[src/rtl/bst_pkg.sv]
package bst_pkg;

  localparam int unsigned STORE_DEPTH = 32;
  localparam int unsigned POS_W       = 5;
  localparam int unsigned MEAN_W      = 16;
  localparam int unsigned MAX_FAR_Q   = 15;

  typedef struct packed {
    logic [5:0]  bin_index;
    logic [15:0] far_value;
    logic [15:0] near_value;
    logic [4:0]  far_q_format;
    logic        last_bin;
  } bst_in_t;

  typedef struct packed {
    logic [31:0] far_binary;
    logic [31:0] near_binary;
    logic        frame_error;
  } bst_out_t;

  // mean + floor((value - mean) / 2^shift), result stays within 16 bits
  function automatic logic [MEAN_W-1:0] smooth(input logic [MEAN_W-1:0] mean,
                                               input logic [MEAN_W-1:0] value,
                                               input int unsigned shift);
    logic signed [MEAN_W:0] diff;
    logic signed [MEAN_W:0] step;
    logic signed [MEAN_W:0] sum;
    diff = $signed({1'b0, value}) - $signed({1'b0, mean});
    step = diff >>> shift;
    sum  = $signed({1'b0, mean}) + step;
    return sum[MEAN_W-1:0];
  endfunction

endpackage

[src/rtl/bst_stream_if.sv]
interface bst_stream_if #(parameter type T = logic);
  logic valid;
  logic ready;
  T     data;

  modport source (output valid, output data, input ready);
  modport sink   (input valid, input data, output ready);
endinterface

[src/rtl/binary_spectrum_thresholder_core.sv]
// Adaptive binary thresholding of far-end and near-end magnitude spectra.
// in_bus carries one spectrum bin per beat (bin index, far and near
// magnitudes, far Q format, last-bin mark); out_bus carries one beat per
// frame with the far and near binary words and the frame error flag.
// Bins BAND_FIRST..BAND_LAST each own a far and a near running mean held in
// two 32-entry synchronous RAMs; every in-band bin does a read-modify-write
// of its entry, and a bin whose far Q exceeds 15 is dropped and flags error.
// Throughput: one bin per cycle unless a stalled result beat holds the update
// stage, set by the single RAM read and write port pair; a back-to-back hit
// on the same entry is forwarded. The last bin's RAM read and update stage
// load as it is taken, the output register as the update stage advances.
// Reset (rst_n low, synchronous) clears the per-entry valid bits, so all
// means read as zero at once; no clearing pass is needed. Binary words and
// the error flag clear as well.
// When the receiver stalls, the result beat holds in the output register;
// bins keep flowing until a second last bin reaches the update stage, which
// then holds and deasserts in_bus.ready until the pending beat is taken.
module binary_spectrum_thresholder_core #(
  parameter int BAND_FIRST    = 12,
  parameter int BAND_LAST     = 43,
  parameter int SPECTRUM_BINS = 64,
  parameter int SMOOTH_SHIFT  = 6
) (
  input  logic                                  clk,
  input  logic                                  rst_n,
  bst_stream_if.sink                            in_bus,
  bst_stream_if.source                          out_bus
);
  import bst_pkg::*;

  localparam logic [8:0] FIRST_W = 9'(BAND_FIRST);
  localparam logic [8:0] LAST_W  = 9'(BAND_LAST);
  localparam logic [8:0] BINS_W  = 9'(SPECTRUM_BINS);
  localparam logic [8:0] DEPTH_W = 9'(STORE_DEPTH);

  logic [MEAN_W-1:0] far_mem  [STORE_DEPTH];
  logic [MEAN_W-1:0] near_mem [STORE_DEPTH];
  logic [STORE_DEPTH-1:0] valid_r;

  bst_in_t   in_data;
  logic      in_fire;
  logic [8:0] bin_ext;
  logic [8:0] bin_off;
  logic      in_band;
  logic      in_err;
  logic [POS_W-1:0] in_pos;

  // update stage
  logic             s1_valid_r;
  logic             s1_upd_r;
  logic             s1_err_r;
  logic             s1_last_r;
  logic [POS_W-1:0] s1_pos_r;
  logic [MEAN_W-1:0] s1_far_val_r;
  logic [MEAN_W-1:0] s1_near_val_r;
  logic [MEAN_W-1:0] far_rd_r;
  logic [MEAN_W-1:0] near_rd_r;
  logic             rd_vld_r;
  logic             fwd_hit_r;
  logic [MEAN_W-1:0] fwd_far_r;
  logic [MEAN_W-1:0] fwd_near_r;

  logic             s1_go;
  logic             s1_wr;
  logic [MEAN_W-1:0] far_old;
  logic [MEAN_W-1:0] near_old;
  logic [MEAN_W-1:0] far_new;
  logic [MEAN_W-1:0] near_new;
  logic [31:0]      far_acc_r;
  logic [31:0]      near_acc_r;
  logic             err_r;
  logic [31:0]      far_acc_nxt;
  logic [31:0]      near_acc_nxt;
  logic             err_nxt;

  logic             out_valid_r;
  bst_out_t         out_data_r;

  assign in_data = in_bus.data;
  assign bin_ext = {3'b000, in_data.bin_index};
  assign bin_off = bin_ext - FIRST_W;
  assign in_band = (bin_ext >= FIRST_W) && (bin_ext <= LAST_W) &&
                   (bin_ext < BINS_W) && (bin_off < DEPTH_W);
  assign in_err  = in_data.far_q_format > 5'(MAX_FAR_Q);
  assign in_pos  = bin_off[POS_W-1:0];

  assign s1_go     = s1_valid_r && (!s1_last_r || !out_valid_r || out_bus.ready);
  assign in_bus.ready = !s1_valid_r || s1_go;
  assign in_fire   = in_bus.valid && in_bus.ready;
  assign s1_wr     = s1_go && s1_upd_r;

  // pick the freshest mean: the previous bin's forwarded write, else RAM, else reset value
  always_comb begin
    if (fwd_hit_r) begin
      far_old  = fwd_far_r;
      near_old = fwd_near_r;
    end else if (rd_vld_r) begin
      far_old  = far_rd_r;
      near_old = near_rd_r;
    end else begin
      far_old  = '0;
      near_old = '0;
    end
    far_new  = smooth(far_old, s1_far_val_r, SMOOTH_SHIFT);
    near_new = smooth(near_old, s1_near_val_r, SMOOTH_SHIFT);

    far_acc_nxt  = far_acc_r;
    near_acc_nxt = near_acc_r;
    if (s1_upd_r) begin
      if (s1_far_val_r > far_new) begin
        far_acc_nxt[s1_pos_r] = 1'b1;
      end
      if (s1_near_val_r > near_new) begin
        near_acc_nxt[s1_pos_r] = 1'b1;
      end
    end
    err_nxt = err_r | s1_err_r;
  end

  // RAM read and write
  always_ff @(posedge clk) begin
    if (in_fire) begin
      far_rd_r  <= far_mem[in_pos];
      near_rd_r <= near_mem[in_pos];
    end
    if (s1_wr) begin
      far_mem[s1_pos_r]  <= far_new;
      near_mem[s1_pos_r] <= near_new;
    end
  end

  always_ff @(posedge clk) begin
    if (in_fire) begin
      s1_upd_r      <= in_band && !in_err;
      s1_err_r      <= in_err;
      s1_last_r     <= in_data.last_bin;
      s1_pos_r      <= in_pos;
      s1_far_val_r  <= in_data.far_value;
      s1_near_val_r <= in_data.near_value;
      rd_vld_r      <= valid_r[in_pos];
      // same entry written this cycle: RAM returns the stale value
      fwd_hit_r     <= s1_wr && (s1_pos_r == in_pos);
      fwd_far_r     <= far_new;
      fwd_near_r    <= near_new;
    end
    if (s1_go && s1_last_r) begin
      out_data_r.far_binary  <= far_acc_nxt;
      out_data_r.near_binary <= near_acc_nxt;
      out_data_r.frame_error <= err_nxt;
    end
  end

  always_ff @(posedge clk) begin
    if (!rst_n) begin
      s1_valid_r  <= 1'b0;
      valid_r     <= '0;
      far_acc_r   <= '0;
      near_acc_r  <= '0;
      err_r       <= 1'b0;
      out_valid_r <= 1'b0;
    end else begin
      if (in_fire) begin
        s1_valid_r <= 1'b1;
      end else if (s1_go) begin
        s1_valid_r <= 1'b0;
      end
      if (s1_wr) begin
        valid_r[s1_pos_r] <= 1'b1;
      end
      if (s1_go) begin
        if (s1_last_r) begin
          far_acc_r  <= '0;
          near_acc_r <= '0;
          err_r      <= 1'b0;
        end else begin
          far_acc_r  <= far_acc_nxt;
          near_acc_r <= near_acc_nxt;
          err_r      <= err_nxt;
        end
      end
      out_valid_r <= (out_valid_r && !out_bus.ready) || (s1_go && s1_last_r);
    end
  end

  assign out_bus.valid = out_valid_r;
  assign out_bus.data  = out_data_r;

endmodule

[src/flat_wrapper.sv]
// flat-port wrapper written by rule: the top's interface ports become plain ports
module binary_spectrum_thresholder_core_flat import bst_pkg::*;
#(
  parameter int BAND_FIRST    = 12,
  parameter int BAND_LAST     = 43,
  parameter int SPECTRUM_BINS = 64,
  parameter int SMOOTH_SHIFT  = 6
)
  (clk, rst_n, in_bus_valid, in_bus_data, in_bus_ready, out_bus_valid, out_bus_data, out_bus_ready);
  bst_stream_if #(.T(bst_in_t)) in_bus_i ();
  bst_stream_if #(.T(bst_out_t)) out_bus_i ();
  input  logic clk;
  input  logic rst_n;
  input wire logic [$bits(in_bus_i.valid)-1:0] in_bus_valid;
  input wire logic [$bits(in_bus_i.data)-1:0] in_bus_data;
  output wire logic [$bits(in_bus_i.ready)-1:0] in_bus_ready;
  output wire logic [$bits(out_bus_i.valid)-1:0] out_bus_valid;
  output wire logic [$bits(out_bus_i.data)-1:0] out_bus_data;
  input wire logic [$bits(out_bus_i.ready)-1:0] out_bus_ready;
  assign in_bus_i.valid = in_bus_valid;
  assign in_bus_i.data = in_bus_data;
  assign in_bus_ready = in_bus_i.ready;
  assign out_bus_valid = out_bus_i.valid;
  assign out_bus_data = out_bus_i.data;
  assign out_bus_i.ready = out_bus_ready;
  binary_spectrum_thresholder_core #(.BAND_FIRST(BAND_FIRST), .BAND_LAST(BAND_LAST), .SPECTRUM_BINS(SPECTRUM_BINS), .SMOOTH_SHIFT(SMOOTH_SHIFT)) u_core (.clk(clk), .rst_n(rst_n), .in_bus(in_bus_i), .out_bus(out_bus_i));
endmodule
[config.mk]
export PLATFORM = sky130hd
export DESIGN_NAME = binary_spectrum_thresholder_core_flat
export DESIGN_NICKNAME = d
export VERILOG_FILES = /design/src/rtl/bst_pkg.sv /design/src/rtl/bst_stream_if.sv /design/src/rtl/binary_spectrum_thresholder_core.sv /design/src/flat_wrapper.sv
export SDC_FILE = /design/constraint.sdc
export NUM_CORES = 1
export LEC_CHECK = 0
export BUFFER_PORTS_ARGS = -buffer_cell sky130_fd_sc_hd__buf_2
export CORE_MARGIN = 2
export CORE_UTILIZATION = 45
export CTS_CLUSTER_DIAMETER = 60
export CTS_CLUSTER_SIZE = 30
export DETAILED_ROUTE_END_ITERATION = 12
export HOLD_SLACK_MARGIN = 0.1
export PLACE_DENSITY = 0.66
export SYNTH_ARGS = -nofsm -noshare
export SYNTH_HDL_FRONTEND = slang
export SYNTH_SLANG_ARGS = --single-unit
[constraint.sdc]
create_clock -name clk -period 11.2 [get_ports clk]
set_input_delay 0.56 -clock clk [delete_from_list [all_inputs] [get_ports clk]]
set_output_delay 0.56 -clock clk [all_outputs]
set_load 0.02 [all_outputs]
; Word level (Yosys, flattened, before mapping)
; Memories as Yosys holds them, arrays and structs flattened. A register that Yosys moved wholly into a read port is not among the register bits.
; Cells that the tools add are included.
[totals]
register_bits = 238
latch_bits = 0
mem_bits_rw = 1024
rom_bits = 0
out_inout_bits = 67
elab_cells = 81
memories = 2
[memory_table]
columns = memory, depth, word_bits, rd, rd_ports_with_merged_regs, write_ports, line_no
row1 = u_core.far_mem, 32, 16, 1, 1, 1, binary_spectrum_thresholder_core.sv:36  ; logic [MEAN_W-1:0] far_mem [STORE_DEPTH];
row2 = u_core.near_mem, 32, 16, 1, 1, 1, binary_spectrum_thresholder_core.sv:37  ; logic [MEAN_W-1:0] near_mem [STORE_DEPTH];
[classes]
n_addsub = 5
multipliers = 0
n_div = 0
magnitude_cmp = 10
eq_ne = 1
shift = 0
muxes = 19
n_bitwise = 4
n_reduce_logical = 21
[ops]
columns = cell, n
row1 = $mux W32, 6
row2 = $or A32 B32 Y32, 3
row3 = $mux W16, 4
row4 = $sub A16 B16 Y17, 2
row5 = $add A16 B11 Y16, 2
row6 = $gt A16 B16 Y1, 2
row7 = $lt A5 B6 Y1 const B, 2
row8 = $logic_and A1 B1 Y1, 11
row9 = $lt A9 B6 Y1 const B, 1
row10 = $lt A6 B7 Y1 const B, 1
row11 = $mux W1, 7
row12 = $sub A6 B4 Y7 const B, 1
row13 = $ge A6 B4 Y1 const B, 1
row14 = $le A6 B6 Y1 const B, 1
row15 = $bmux W1 S5, 1
row16 = $demux W1 S5, 1
row17 = $eq A5 B5 Y1, 1
row18 = $ge A5 B1 Y1 const B, 1
row19 = $gt A5 B4 Y1 const B, 1
row20 = $logic_not A1 Y1, 5
row21 = $logic_or A1 B1 Y1, 4
row22 = $reduce_bool A2 Y1, 1
row23 = $or A1 B1 Y1, 1

; Logic depth before layout (Yosys ltp)
[depth]
depth_word = 8
depth_mapped = 35
ltp_nobuf = 29

; Worst setup path after synthesis
; No wires, ideal clock.
[synth_path]
path_type = register -> register
start = reg u_core.s1_last_r
end = reg u_core.far_rd_r[0] (read register of u_core.far_mem) (enable)
setup_time_ps = 634
arrival_ps = 6183
required_ps = 10566
slack_ps = 4383
stages_incl_launch_ff = 2
period_less_slack_ps = 6817
cell_sequence = edfxtp_1 -> a31oi_1
[synth_between]
elab_chain_cells = 6
[synth_lines]
columns = item, line_no
row1 = "start, declared", binary_spectrum_thresholder_core.sv:52  ; logic s1_last_r;
row2 = "start signal, assigned", binary_spectrum_thresholder_core.sv:136  ; s1_last_r <= in_data.last_bin;
row3 = $logic_not A1 Y1, binary_spectrum_thresholder_core.sv:87  ; assign s1_go = s1_valid_r && (!s1_last_r || !out_valid_r || out_bus.ready);
row4 = $logic_or A1 B1 Y1 (2 in series), binary_spectrum_thresholder_core.sv:87
row5 = $logic_and A1 B1 Y1, binary_spectrum_thresholder_core.sv:87
row6 = $logic_or A1 B1 Y1, binary_spectrum_thresholder_core.sv:88  ; assign in_bus.ready = !s1_valid_r || s1_go;
row7 = $logic_and A1 B1 Y1, binary_spectrum_thresholder_core.sv:89  ; assign in_fire = in_bus.valid && in_bus.ready;
row8 = named net u_core.in_fire, binary_spectrum_thresholder_core.sv:41  ; logic in_fire;
row9 = "end, declared", binary_spectrum_thresholder_core.sv:56  ; logic [MEAN_W-1:0] far_rd_r;
; The timed path passes the listed nets, and every way through them passes these cells.
; A chain may end at the register's enable or synchronous reset.

; Worst setup path after layout
[layout_path]
start = reg u_core.rd_vld_r
end = reg u_core.far_acc_r[16]
[layout_between]
elab_chain_cells = 8
[layout_lines]
columns = item, line_no
row1 = "start, declared", binary_spectrum_thresholder_core.sv:58  ; logic rd_vld_r;
row2 = "start signal, assigned", binary_spectrum_thresholder_core.sv:140  ; rd_vld_r <= valid_r[in_pos];
row3 = $mux W16 (*), binary_spectrum_thresholder_core.sv:97  ; end else if (rd_vld_r) begin
row4 = $mux W16 (*), binary_spectrum_thresholder_core.sv:94  ; if (fwd_hit_r) begin
row5 = $sub A16 B16 Y17, bst_pkg.sv:29  ; diff = $signed({1'b0, value}) - $signed({1'b0, mean});
row6 = $add A16 B11 Y16 (*), bst_pkg.sv:31  ; sum = $signed({1'b0, mean}) + step;
row7 = $gt A16 B16 Y1 (*), binary_spectrum_thresholder_core.sv:110  ; if (s1_far_val_r > far_new) begin
row8 = $mux W32 (*), binary_spectrum_thresholder_core.sv:110
row9 = $mux W32 (*), binary_spectrum_thresholder_core.sv:109  ; if (s1_upd_r) begin
row10 = named net u_core.far_acc_nxt[16], binary_spectrum_thresholder_core.sv:72  ; logic [31:0] far_acc_nxt;
row11 = $mux W32 (*), binary_spectrum_thresholder_core.sv:171  ; if (s1_last_r) begin
row12 = "end signal, assigned", binary_spectrum_thresholder_core.sv:176  ; far_acc_r <= far_acc_nxt;
row13 = "end, declared", binary_spectrum_thresholder_core.sv:69  ; logic [31:0] far_acc_r;
; Mark *: on every way through the listed nets, which the timed path passes. The rest lies on a longest branch.

==> impl_results.md <==
* Gr ovfl total at 0
* Peak VDD IR at 0.160 mV
* Minimum period implied by the final worst setup slack at 7.89 ns
* FF-to-FF Start: u_core.rd_vld_r$_DFFE_PP_
* Routed wire length per instance at 27.0 um
* Critical Path RT at 11.80 ns
* Most frequent cell after synthesis: edfxtp_1
* Hold depth at 1
* Drt via density at 5.98
* CTS tree: yes
* Synthesized area at 53000 um^2
* Synth area leaders: edfxtp_1 68%, mux4_2 14%, dfxtp_1 3.7%, ha_1 1.7%, a21o_1 1.2%
* Slowest cell on crit path: edfxtp_1
* Post-synth top area share at 67.6%
* Seq/Total Area, Yosys at 71.4%
* Clock Sinks at 1294
* Total core area at 117000 um^2
* Clock skew at 0.0486 ns
* TNS Setup at 0 ns
* Cell family with most CP delay: simple AND/OR/NAND/NOR gates
* H-tree lvl count at 3
* Die Height at 347 um
* IO Count at 115
* CP max stage delay at 0.97 ns
* Worst path most repeated cell: ha_1
* Hold endpoint: u_core.s1_near_val_r[11]$_DFFE_PP_
* Status: complete, no violations
* Tcrit/Tclk final at 70.4%
* CP Capture Type: register
* Syn nets at 2977
* Clk Latency, worst-skew pair at 0.69 ns
* Least-Margin Pin Slew at 1.29 ns
* Total GRT Usage at 20.6%
* Largest area contributor in the netlist: edfxtp_1
* Total routed wirelength at 124000 um
* Seq cells post-synth at 1294
* Final count of negative-setup-slack endpoints at 0
* FP Rows at 125
* Synth-to-Final Area Change at 11.4%
* HP Class: in2reg
* Largest net degree at the start of global routing at 78
* Critical R2R Capture: u_core.far_acc_r[16]$_SDFFE_PN0P_
* Syn_area_per_cell at 18.6 um^2
* Drt first pass iters at 6
* FMAX at 127 MHz
* Layout cells sized above 1 at 24.4%
* Root buf cell: clkbuf_16
* R2r worst-path depth at 26
* Clock-pin slew on the worst setup and hold paths at 0.11 ns
* Via Count at 27500
* WHS at 0.133 ns
* Ys flop type: edfxtp_1
* Post-synth EDFFs at 1195
* CTS buffer count at 78
* Fill cells at 9067
* Async set-reset flop share out of synthesis at 0%
* Hold Vio Cnt, Final at 0
* Vias in the first global route at 28100
* Max_cap viols at 0
* Post-DRT Antenna Nets at 0
* Die W at 347 um
* Worst Hold Launch: in_bus_data[17]
* Synth top cells by count: 1195 x edfxtp_1, 330 x mux4_2, 153 x nand2_1
* RSZ-0062 raised after global routing: false
* Initial antenna violation count at 10
* First-pass GRT wire length at 184000 um
* Worst Path Buf+Inv at 2
* Synth cell types at 97
* Max FO, Critical Path at 32
* Leakage at 19.7 nW
* Placer congestion estimate at 0.874
* Synthesized netlist cell count at 2859
* DR iter-0 viols at 2968
* Max Slew Vio Count at 0
* Clock Path Buffers at 3
* Layout net count at 3132
* Starting Density at 45.5%
* Residual DRC at 0
* PwrDens at 214 nW/um^2
* Reg2reg setup slack at 3.31 ns
* Yosys warning count at 0
* Critical path class: reg2reg
* Post-detail-place hpwl at 70200 um
* Setup repair bufs after CTS at 0
* CP Data Arrival Time at 8.48 ns
* I/O Buffers at 110
* Max_slew headroom at 13.8%
* Total chip power at 12.7 mW
* Die ar. at 121000 um^2
* Setup crit start kind: register
## worst max path at each step
stage / slack (ns) / end / cells past startpoint / startpoint
final: 3.31 / u_core.far_acc_r[16]$_SDFFE_PN0P_ / 26 / u_core.rd_vld_r$_DFFE_PP_
after global routing: 2.62 / u_core.far_acc_r[16]$_SDFFE_PN0P_ / 26 / u_core.rd_vld_r$_DFFE_PP_
after CTS: 3.29 / u_core.far_acc_r[16]$_SDFFE_PN0P_ / 26 / u_core.rd_vld_r$_DFFE_PP_
after detailed placement: 3.32 / u_core.far_acc_r[27]$_SDFFE_PN0P_ / 26 / u_core.rd_vld_r$_DFFE_PP_
after global placement: 3.41 / u_core.far_acc_r[26]$_SDFFE_PN0P_ / 26 / u_core.rd_vld_r$_DFFE_PP_
after floorplan: 4.38 / u_core.far_rd_r[0]$_DFFE_PP_ / 1 / u_core.s1_last_r$_DFFE_PP_
## routing by layer
layer  part of all wire (%)  up-vias  track usage [%]  wire length (um)
li1                       -    11800                -                 -
met1                     39    14600             27.4             49100
met2                     52      958             36.2             64800
met5                      0        -                0                 0
met4                    1.8        0             4.64              2190
met3                    6.5      154             2.67              8130
## stage by stage
step                cells  setup WS (ns)  util, %  cell area, um^2
finish               4600           3.31     50.7            59100
global route         4600           2.62     50.7            59100
CTS                  4599           3.29     50.7            59000
detailed placement   4425           3.32     47.9            55800
global placement     4425           3.41     47.9            55800
floorplan            2859           4.38        -            53000
## cell usage in the layout, fill, tap and decap left out, types with 10 or more instances in the layout
cell type and n:
dlygate4sd3_1 33, nor3_1 20, and2_1 17, nor2_1 141
nor3_2 33, a22o_1 15, nand2_1 153, xnor2_1 36
nand4_1 13, edfxtp_1 1195, nand3_1 23, buf_4 74
inv_1 65, and3_1 11, nand3b_1 24, mux4_2 330
a21oi_1 37, clkbuf_16 80, xor2_1 12, buf_2 107
nor3b_1 67, inv_16 10, clkinv_8 10, dfxtp_1 99
a21o_1 82, maj3_1 10, ha_1 70, nand2b_1 10
o21a_1 47, o21ai_0 25
## power by group
| part | internal, mW | switching (mW) | total [mW] | leakage (nW) |
|---|---|---|---|---|
| clock network | 1.51 | 1.82 | 3.33 | 1.40 |
| registers | 6.58 | 0.0488 | 6.63 | 11.6 |
| logic | 0.698 | 2.02 | 2.72 | 6.66 |
## cell type report
type | instances | area [um^2] | area share, %
Clock inverter | 58 | 901 | 1.52
Multi-Input combinational cell | 1355 | 14700 | 24.9
Clock buffer | 83 | 2010 | 3.41
Sequential cell | 1294 | 37900 | 64.1
Tap cell | 1524 | 1910 | 3.23
Inverter | 69 | 262 | 0.442
Antenna cell | 1 | 2.50 | 0.00423
Timing Repair Buffer | 216 | 1450 | 2.46
## worst reg2reg max path: stages, from the launching register on
cell       delay [ns]
edfxtp_1         0.97
nor2b_4          0.71
a22o_1           0.28
inv_1            0.06
ha_1             0.39
a21oi_1          0.22
nand2b_1         0.14
a21boi_0         0.08
nor2_1           0.14
a31oi_1          0.14
nor3_1           0.42
nor2b_1          0.13
o21a_1           0.21
nor2_1           0.37
ha_1             0.44
and3_1           0.25
a2111oi_2        0.49
o21ai_0          0.20
and3_1           0.21
ha_1             0.30
nand4_1          0.12
or2_2            0.33
o221ai_1         0.18
o41a_1           0.18
buf_4            0.37
a21o_1           0.24
nor3b_1          0.23
## registers in the layout, indices dropped and copies added (netlist names), 5 cells and up
register and count:
u_core.far_mem 512, u_core.far_acc_r 32, u_core.out_bus.data 65, u_core.near_rd_r 16, u_core.far_rd_r 16, u_core.near_acc_r 32, u_core.s1_near_val_r 16, u_core.s1_far_val_r 16
u_core.valid_r 32, u_core.fwd_far_r 16, u_core.fwd_near_r 16, u_core.s1_pos_r 5, u_core.near_mem 512
## cell families (layout without fill, tap and decap cells)
group | Yosys count | in the layout | synth area share, %
compound gates | 309 | 309 | 4.47
other cells | 0 | 1 | 0
mux | 333 | 333 | 14.1
xor+xnor | 61 | 61 | 1.08
buf+inv | 210 | 426 | 1.58
flops | 1294 | 1294 | 71.4
simple gates | 569 | 569 | 5.52
fa+ha+maj | 83 | 83 | 1.90
## what timing repair did
action,4_1_cts,5_1_grt
gates resized for setup,0,0
hold buffers,33,0
endpoints found under the hold margin,33,0
Power figures use the tool's default switching activity.
